<file path="src/rtl/qcpm_pkg.sv">
`timescale 1ns / 1ps
package qcpm_pkg;

  localparam int GainW = 27;
  localparam int OpW   = 38;
  localparam int NLoop = 5;

  // configuration register indexes
  localparam logic [2:0] REG_INT_EN    = 3'd0;
  localparam logic [2:0] REG_DER_EN    = 3'd1;
  localparam logic [2:0] REG_CENTER    = 3'd2;
  localparam logic [2:0] REG_ANG_SCALE = 3'd3;
  localparam logic [2:0] REG_YAW_SCALE = 3'd4;
  localparam logic [2:0] REG_THR_THRES = 3'd5;

  // Q.20 gains: kp, ki, kd per loop (roll ang, roll rate, pitch ang, pitch rate, yaw rate)
  localparam logic signed [GainW-1:0] GAIN [NLoop][3] = '{
    '{27'sd1363149, 27'sd1049,  -27'sd52429},
    '{27'sd1572864, 27'sd16777, 27'sd41943040},
    '{27'sd1153434, 27'sd1049,  -27'sd52429},
    '{27'sd1572864, 27'sd16777, 27'sd41943040},
    '{27'sd5242880, 27'sd20972, 27'sd0}
  };

  // whole-unit limits: error window, integrator, output
  localparam logic [9:0] LIM [NLoop][3] = '{
    '{10'd300,  10'd200, 10'd500},
    '{10'd1000, 10'd100, 10'd200},
    '{10'd300,  10'd200, 10'd500},
    '{10'd1000, 10'd100, 10'd200},
    '{10'd500,  10'd500, 10'd500}
  };

  typedef struct packed {
    logic start;
    logic rnd;    // 1: round and drop 20 fraction bits
  } mul_req_t;

endpackage

</file>
<file path="src/rtl/qcpm_mul.sv">
`timescale 1ns / 1ps
module qcpm_mul #(
  parameter int TW = 32
) (
  input  logic                             clk,
  input  logic                             rst_n,
  input  qcpm_pkg::mul_req_t               req,
  input  logic signed [qcpm_pkg::GainW-1:0] op_a,
  input  logic signed [qcpm_pkg::OpW-1:0]   op_b,
  output logic signed [TW-1:0]             res,
  output logic                             done
);
  import qcpm_pkg::*;

  localparam int AW = 66;
  localparam int LoW = 19;

  typedef enum logic [1:0] {PH_IDLE, PH_LO, PH_HI, PH_FIN} ph_t;

  ph_t                      ph_r;
  logic signed [GainW-1:0]  a_r;
  logic signed [OpW-1:0]    b_r;
  logic                     rnd_r;
  logic signed [AW-1:0]     acc_r;
  logic signed [TW-1:0]     res_r;
  logic                     done_r;

  logic signed [GainW+LoW:0]      prod_lo;
  logic signed [GainW+OpW-LoW-1:0] prod_hi;
  logic signed [AW-1:0]           hi_sh;
  logic signed [AW-1:0]           rnd_v;
  logic signed [AW-1:0]           sel_v;

  function automatic logic signed [TW-1:0] sat_tw(input logic signed [AW-1:0] x);
    logic signed [AW-1:0] hi;
    logic signed [AW-1:0] lo;
    hi = '0;
    hi[TW-2:0] = '1;
    lo = ~hi;
    if (x > hi) sat_tw = hi[TW-1:0];
    else if (x < lo) sat_tw = lo[TW-1:0];
    else sat_tw = x[TW-1:0];
  endfunction

  // two partial products: unsigned low slice, signed high slice
  assign prod_lo = a_r * $signed({1'b0, b_r[LoW-1:0]});
  assign prod_hi = a_r * $signed(b_r[OpW-1:LoW]);
  assign hi_sh   = AW'($signed({prod_hi, {LoW{1'b0}}}));
  assign rnd_v   = (acc_r + AW'(64'sd524288)) >>> 20;
  assign sel_v   = rnd_r ? rnd_v : acc_r;

  always_ff @(posedge clk) begin
    if (!rst_n) begin
      ph_r   <= PH_IDLE;
      done_r <= 1'b0;
    end else begin
      done_r <= 1'b0;
      case (ph_r)
        PH_IDLE: begin
          if (req.start) begin
            a_r   <= op_a;
            b_r   <= op_b;
            rnd_r <= req.rnd;
            ph_r  <= PH_LO;
          end
        end
        PH_LO: begin
          acc_r <= AW'(prod_lo);
          ph_r  <= PH_HI;
        end
        PH_HI: begin
          acc_r <= acc_r + hi_sh;
          ph_r  <= PH_FIN;
        end
        PH_FIN: begin
          res_r  <= sat_tw(sel_v);
          done_r <= 1'b1;
          ph_r   <= PH_IDLE;
        end
        default: ph_r <= PH_IDLE;
      endcase
    end
  end

  assign res  = res_r;
  assign done = done_r;

endmodule

</file>
<file path="config.mk">
export PLATFORM = sky130hd
export DESIGN_NAME = qcpm_mul
export DESIGN_NICKNAME = d
export VERILOG_FILES = /design/src/rtl/qcpm_pkg.sv /design/src/rtl/qcpm_mul.sv
export SDC_FILE = /design/constraint.sdc
export NUM_CORES = 2
export LEC_CHECK = 0
export BUFFER_PORTS_ARGS = -buffer_cell sky130_fd_sc_hd__buf_2
export CAP_MARGIN = 20
export CORE_MARGIN = 5
export CORE_UTILIZATION = 40
export DETAILED_ROUTE_END_ITERATION = 10
export MAX_ROUTING_LAYER = met4
export PLACE_DENSITY = 0.53
export SYNTH_ARGS = -nofsm -noshare
export SYNTH_HDL_FRONTEND = slang
export SYNTH_SLANG_ARGS = --single-unit
export TNS_END_PERCENT = 100
</file>
<file path="constraint.sdc">
create_clock -name clk -period 14.2 [get_ports clk]
set_input_delay 2.84 -clock clk [delete_from_list [all_inputs] [get_ports clk]]
set_output_delay 2.84 -clock clk [all_outputs]
set_load 0.005 [all_outputs]
</file>
---- After elaboration in Yosys (flattened, before gate mapping) ----
Cells that the tools add are included.
storage, ports and cells
  bits in registers ....................... 167
  word-level logic and storage cells ...... 28
  input bits .............................. 69
  output and inout port bits .............. 33
  memories kept ........................... 0
  memory bits (writable) .................. 0
  bits in read-only memories .............. 0
  bits in latches ......................... 0
operators by class
  div/mod/pow operators ................... 0
  multiply operators ...................... 2
  $add $sub $neg .......................... 2
  muxes and demuxes ....................... 6
  reductions and logical operators ........ 5
  bitwise logic cells ..................... 0
  order comparisons ....................... 2
  shifts and indexed selects .............. 0
  eq/ne operators ......................... 4
operator list
  kind                                                                     count
  66-bit case mux with 2 select lines                                      1
  66-bit by 21-bit adder with 66-bit output (second input constant)        1
  66-bit by 65-bit adder with 66-bit output                                1
  66-bit by 32-bit > comparator with 1-bit output (second input constant)  1
  66-bit by 32-bit < comparator with 1-bit output (second input constant)  1
  66-bit 2-to-1 mux                                                        1
  27-bit by 20-bit multiplier with 47-bit output                           1
  27-bit by 19-bit multiplier with 46-bit output                           1
  32-bit 2-to-1 mux                                                        1
  2-bit case mux with 4 select lines                                       1
  2-bit equality test (second input constant)                              2
  2-bit AND reduction                                                      2
  3-bit AND reduction                                                      1
  2-bit by 1-bit equality test with 1-bit output (second input constant)   1
  2-bit logical NOT                                                        1
  2-bit 2-to-1 mux                                                         1
  2-bit inequality test (second input constant)                            1
  2-bit nonzero test                                                       1
  1-bit 2-to-1 mux                                                         1

---- Logic depth before layout (Yosys ltp) ----
  depth in word-level cells ............... 4
  gate-level depth with buffers ........... 40
  gate-level depth less buffers ........... 37

---- Worst setup path before layout ----
No wires, ideal clock.
  path type ............................... register to register
  start ................................... register b_r[29]
  end ..................................... register acc_r[65] (data pin)
  buffers on the path ..................... 3
  path slack .............................. 5.430 ns
  data arrival time ....................... 8.492 ns
  library setup time ...................... 0.278 ns
  clock period less this slack ............ 8.770 ns
  cell stages (with the launch flop) ...... 35
  data required time ...................... 13.922 ns
  cell sequence ........................... edfxtp_1 clkbuf_1 clkbuf_1 nand2_1 fa_1 inv_1 fa_1 inv_1 fa_1 inv_1 fa_1 fa_1 fa_1 fa_1 ha_1 a21o_1 a21o_1 a21o_1 a21o_1 a211o_1 a21oi_1 o21ai_0 a21boi_0 nor2_1 xor2_1 ha_1 clkbuf_1 and4_1 nand2_1 or2_2 o31ai_1 a221oi_1 a211o_1 xor3_1 o211ai_1
between the ends
  word-level cells in the longest chain between the ends .. 3
RTL lines
  element                                         RTL line        source
  start: declaration                              qcpm_mul.sv:22  logic signed [OpW-1:0] b_r;
  start signal: assignment                        qcpm_mul.sv:62  b_r <= op_b;
  27-bit by 19-bit multiplier with 46-bit output  qcpm_mul.sv:47  assign prod_hi = a_r * $signed(b_r[OpW-1:LoW]);
  66-bit by 65-bit adder with 66-bit output       qcpm_mul.sv:72  acc_r <= acc_r + hi_sh;
  66-bit case mux with 2 select lines             qcpm_mul.sv:58  case (ph_r)
  end signal: assignment                          qcpm_mul.sv:68  acc_r <= AW'(prod_lo);
  end signal: assignment                          qcpm_mul.sv:72
  end: declaration                                qcpm_mul.sv:24  logic signed [AW-1:0] acc_r;
Every way passes these cells.
A chain may end at the register's enable or synchronous reset.

---- Worst setup path in the final report ----
  start ................................... register b_r[20]
  end ..................................... register acc_r[65] (data pin)
Same word-level chain as after synthesis.

==> impl_metrics.prom <==
# TYPE chip_impl_metric gauge
chip_impl_info{name="tritoncts",value="done"} 1
chip_impl_metric{name="clk_pin_slew",unit="ns"} 0.09
chip_impl_metric{name="maxSlewViolCount",unit=""} 0
chip_impl_metric{name="timing.fmax",unit="GHz"} 0.0951
chip_impl_metric{name="post_cts_resize_count",unit=""} 0
chip_impl_metric{name="floorplan.initialDensity",unit=""} 0.402
chip_impl_metric{name="route.vias.total",unit=""} 33407
chip_impl_metric{name="worst_ep_required_time",unit="ns"} 14.45
chip_impl_info{name="synthDominantAreaCellType",value="sky130_fd_sc_hd__fa_1"} 1
chip_impl_metric{name="worst-endpoint-arrival",unit="ns"} 10.77
chip_impl_metric{name="die_width",unit="um"} 351
chip_impl_metric{name="grt_start_max_net_pins",unit=""} 80
chip_impl_info{name="leading_cell_type_by_number_of_instances_after_synthesis",value="sky130_fd_sc_hd__fa_1"} 1
chip_impl_metric{name="global_route.overflow_total",unit=""} 0
chip_impl_metric{name="fillers",unit=""} 11620
chip_impl_metric{name="worst-slew-pin-transition",unit="ns"} 1.12
chip_impl_metric{name="synth_seq_cells",unit=""} 167
chip_impl_metric{name="layout.nets",unit=""} 6353
chip_impl_metric{name="min_period_over_period",unit=""} 0.740
chip_impl_metric{name="layout_min_cycle_time",unit="ns"} 10.51
chip_impl_metric{name="area_growth",unit="%"} 5.66
chip_impl_metric{name="yosysTopAreaCellShare",unit=""} 0.440
chip_impl_metric{name="portBuffers",unit=""} 101
chip_impl_info{name="grt_setup_unrepaired",value="no"} 1
chip_impl_metric{name="multi_input_logic_area",unit="mm2"} 0.0368
chip_impl_metric{name="dpl-instance-area",unit="mm2"} 0.0486
chip_impl_info{name="timing.critical_path.mode_cell",value="sky130_fd_sc_hd__fa_1"} 1
chip_impl_info{name="r2r_end",value="acc_r[65]"} 1
chip_impl_metric{name="wl_per_cell",unit="um"} 19.8
chip_impl_metric{name="ys_warn_count",unit=""} 0
chip_impl_metric{name="mappedNetlistArea",unit="mm2"} 0.0466
chip_impl_metric{name="synth_fp_nets",unit=""} 6430
chip_impl_metric{name="synth.yosys.seq_area_share",unit=""} 0.107
chip_impl_info{name="slowest_stage",value="sky130_fd_sc_hd__edfxtp_1"} 1
chip_impl_metric{name="r2r_slack",unit="ns"} 3.69
chip_impl_metric{name="pin_count",unit=""} 102
chip_impl_metric{name="stdcell_count",unit=""} 6492
chip_impl_metric{name="tritoncts_num_sinks",unit=""} 167
chip_impl_metric{name="numCtsBuffers",unit=""} 17
chip_impl_info{name="run_status",value="completed"} 1
chip_impl_metric{name="cap_violations",unit=""} 0
chip_impl_metric{name="final-setup-viol-count",unit=""} 0
chip_impl_metric{name="hold_critical_path_depth",unit=""} 2
chip_impl_metric{name="die_y",unit="um"} 351
chip_impl_metric{name="area.sequential",unit="mm2"} 0.00498
chip_impl_metric{name="drc_errors",unit=""} 0
chip_impl_metric{name="detail_route.vias_per_cell",unit=""} 5.15
chip_impl_metric{name="htreeDepth",unit=""} 4
chip_impl_info{name="critPathCapture",value="acc_r[65]"} 1
chip_impl_metric{name="route.final.wire_length",unit="mm"} 129
chip_impl_metric{name="timing.slew.headroom",unit=""} 0.252
chip_impl_info{name="synthTopCellsByArea",value="sky130_fd_sc_hd__fa_1 44%, sky130_fd_sc_hd__edfxtp_1 11%, sky130_fd_sc_hd__ha_1 8.2%, sky130_fd_sc_hd__inv_1 8.2%, sky130_fd_sc_hd__and2_1 5.9%"} 1
chip_impl_info{name="critical_path_class",value="register to register"} 1
chip_impl_metric{name="antenna_found_initial",unit=""} 1
chip_impl_metric{name="final_core_utilization",unit=""} 0.425
chip_impl_metric{name="detail_route.first_pass.iterations",unit=""} 7
chip_impl_metric{name="clock_tree.buffer_depth",unit=""} 2
chip_impl_metric{name="critPathMaxFanout",unit=""} 27
chip_impl_info{name="min_path_type",value="register to register"} 1
chip_impl_metric{name="worst_clock_skew",unit="ns"} 0.0240
chip_impl_info{name="critical_path.reg2reg.startpoint",value="b_r[20]"} 1
chip_impl_metric{name="worst_skew_pair.late_latency",unit="ns"} 0.55
chip_impl_metric{name="gp_routability_congestion",unit=""} 0.925
chip_impl_info{name="root_buffer",value="sky130_fd_sc_hd__clkbuf_16"} 1
chip_impl_metric{name="synth_enable_flop_cells",unit=""} 164
chip_impl_info{name="critPathLaunch",value="b_r[20]"} 1
chip_impl_metric{name="detailedPlacementHpwl",unit="mm"} 101
chip_impl_metric{name="coreArea",unit="mm2"} 0.116
chip_impl_metric{name="final-hold-violation-count",unit=""} 0
chip_impl_metric{name="synth-async-reset-ratio",unit=""} 0
chip_impl_metric{name="cts_setup_buffers",unit=""} 0
chip_impl_metric{name="rows",unit=""} 125
chip_impl_metric{name="first_global_vias",unit=""} 35274
chip_impl_metric{name="drive_above_1_share",unit=""} 0.0455
chip_impl_metric{name="final.setup.tns",unit="ns"} 0
chip_impl_metric{name="final_area",unit="mm2"} 0.0493
chip_impl_metric{name="slowest_delay",unit="ns"} 1.03
chip_impl_metric{name="syn-instance-count",unit=""} 5031
chip_impl_info{name="postSynth.topFlopCell",value="sky130_fd_sc_hd__edfxtp_1"} 1
chip_impl_metric{name="drt-initial-drc-count",unit=""} 2105
chip_impl_metric{name="synthesis.area_per_instance",unit="um2"} 9.27
chip_impl_metric{name="die-area",unit="mm2"} 0.124
chip_impl_info{name="synth_common_cells",value="1024 x sky130_fd_sc_hd__fa_1, 1019 x sky130_fd_sc_hd__inv_1, 707 x sky130_fd_sc_hd__nand2_1"} 1
chip_impl_info{name="endpoint_kind",value="register"} 1
chip_impl_metric{name="wire_length_of_the_first_global_routing_pass",unit="mm"} 207
chip_impl_metric{name="postRouteAntennaNets",unit=""} 0
chip_impl_metric{name="r2r_cells",unit=""} 30
chip_impl_metric{name="synth_cell_types",unit=""} 79
chip_impl_info{name="setup.worst_path.start_class",value="register"} 1
chip_impl_metric{name="dpl.cell_count",unit=""} 6456
chip_impl_metric{name="grtUsageTotal",unit=""} 0.224
chip_impl_metric{name="holdBufCountCts",unit=""} 0
[state kept, by name, indices dropped and copies added, names as in the netlist]
name and cells:
acc_r 66, rnd_r 1, b_r 38, a_r 27
res 32, ph_r 2, done 1
[layer usage]
metal | GRT usage | wire (um) | vias up
li1 | - | - | 15181
met5 | - | 0 | -
met2 | 0.358 | 62000 | 719
met3 | 0.0334 | 6270 | 99
met1 | 0.302 | 57000 | 17408
met4 | 0.0554 | 3330 | 0
[layout make-up]
type,count,share of cell area
timing repair buffer,172,0.0225
multi-input combinational,3575,0.747
clock buffer,17,0.00863
tap,1524,0.0387
sequential,167,0.101
antenna,1,0.0000508
clock inverter,15,0.00419
inverter,1021,0.0778
[cell usage in the layout (no fill, tap or decap), types with 19 or more instances in the layout]
| cell type | n |
|---|---|
| sky130_fd_sc_hd__fa_1 | 1024 |
| sky130_fd_sc_hd__inv_1 | 1019 |
| sky130_fd_sc_hd__nand2_1 | 707 |
| sky130_fd_sc_hd__and2_1 | 438 |
| sky130_fd_sc_hd__ha_1 | 305 |
| sky130_fd_sc_hd__edfxtp_1 | 164 |
| sky130_fd_sc_hd__a21oi_1 | 143 |
| sky130_fd_sc_hd__nor2_1 | 133 |
| sky130_fd_sc_hd__o21ai_0 | 108 |
| sky130_fd_sc_hd__buf_2 | 101 |
| sky130_fd_sc_hd__a21o_1 | 99 |
| sky130_fd_sc_hd__xnor2_1 | 99 |
| sky130_fd_sc_hd__xor2_1 | 73 |
| sky130_fd_sc_hd__buf_4 | 65 |
| sky130_fd_sc_hd__nand3_1 | 51 |
| sky130_fd_sc_hd__nor3_1 | 44 |
| sky130_fd_sc_hd__o211ai_1 | 34 |
| sky130_fd_sc_hd__o21ai_1 | 33 |
| sky130_fd_sc_hd__nand2b_1 | 28 |
| sky130_fd_sc_hd__nand4_1 | 26 |
| sky130_fd_sc_hd__a211oi_1 | 21 |
| sky130_fd_sc_hd__and3_1 | 19 |
[stage by stage]
step | hold WS, ns | setup WS, ns
2_1_floorplan | 0.518 | 5.43
3_3_place_gp | 0.545 | 3.88
3_5_place_dp | 0.549 | 3.86
4_1_cts | 0.561 | 3.79
5_1_grt | 0.592 | 3.19
6_report | 0.565 | 3.69
[logic make-up after synthesis]
| logic type | Yosys count | synth area share |
|---|---|---|
| AOI/OAI and AO/OA | 542 | 0.0737 |
| xor gates and xnor gates | 174 | 0.0332 |
| adders and majority gates | 1330 | 0.522 |
| buffers and inverters | 1289 | 0.104 |
| DFF | 167 | 0.107 |
| muxes | 5 | 0.00110 |
| and+or+nand+nor | 1524 | 0.159 |
[worst min-delay path by stage]
stage,start,endpoint,slack [ns]
after floorplan,ph_r[0],ph_r[0],0.52
after global placement,ph_r[0],ph_r[0],0.54
after detailed placement,ph_r[0],ph_r[0],0.55
after CTS,ph_r[0],ph_r[0],0.56
after global routing,ph_r[0],ph_r[0],0.59
final,ph_r[0],ph_r[0],0.56
[worst max-delay path: cells and delay by family, from the launching register on]
kind / cells / cell delay, ns
buf+inv: 4 / 0.21
fa+ha+maj: 9 / 3.86
simple gates: 4 / 1.27
compound gates: 11 / 3.20
xor+xnor: 2 / 0.66
flops: 1 / 1.03
Power is not shown: default switching activity piles up to over one toggle a cycle in this logic, so the estimate is an artifact.
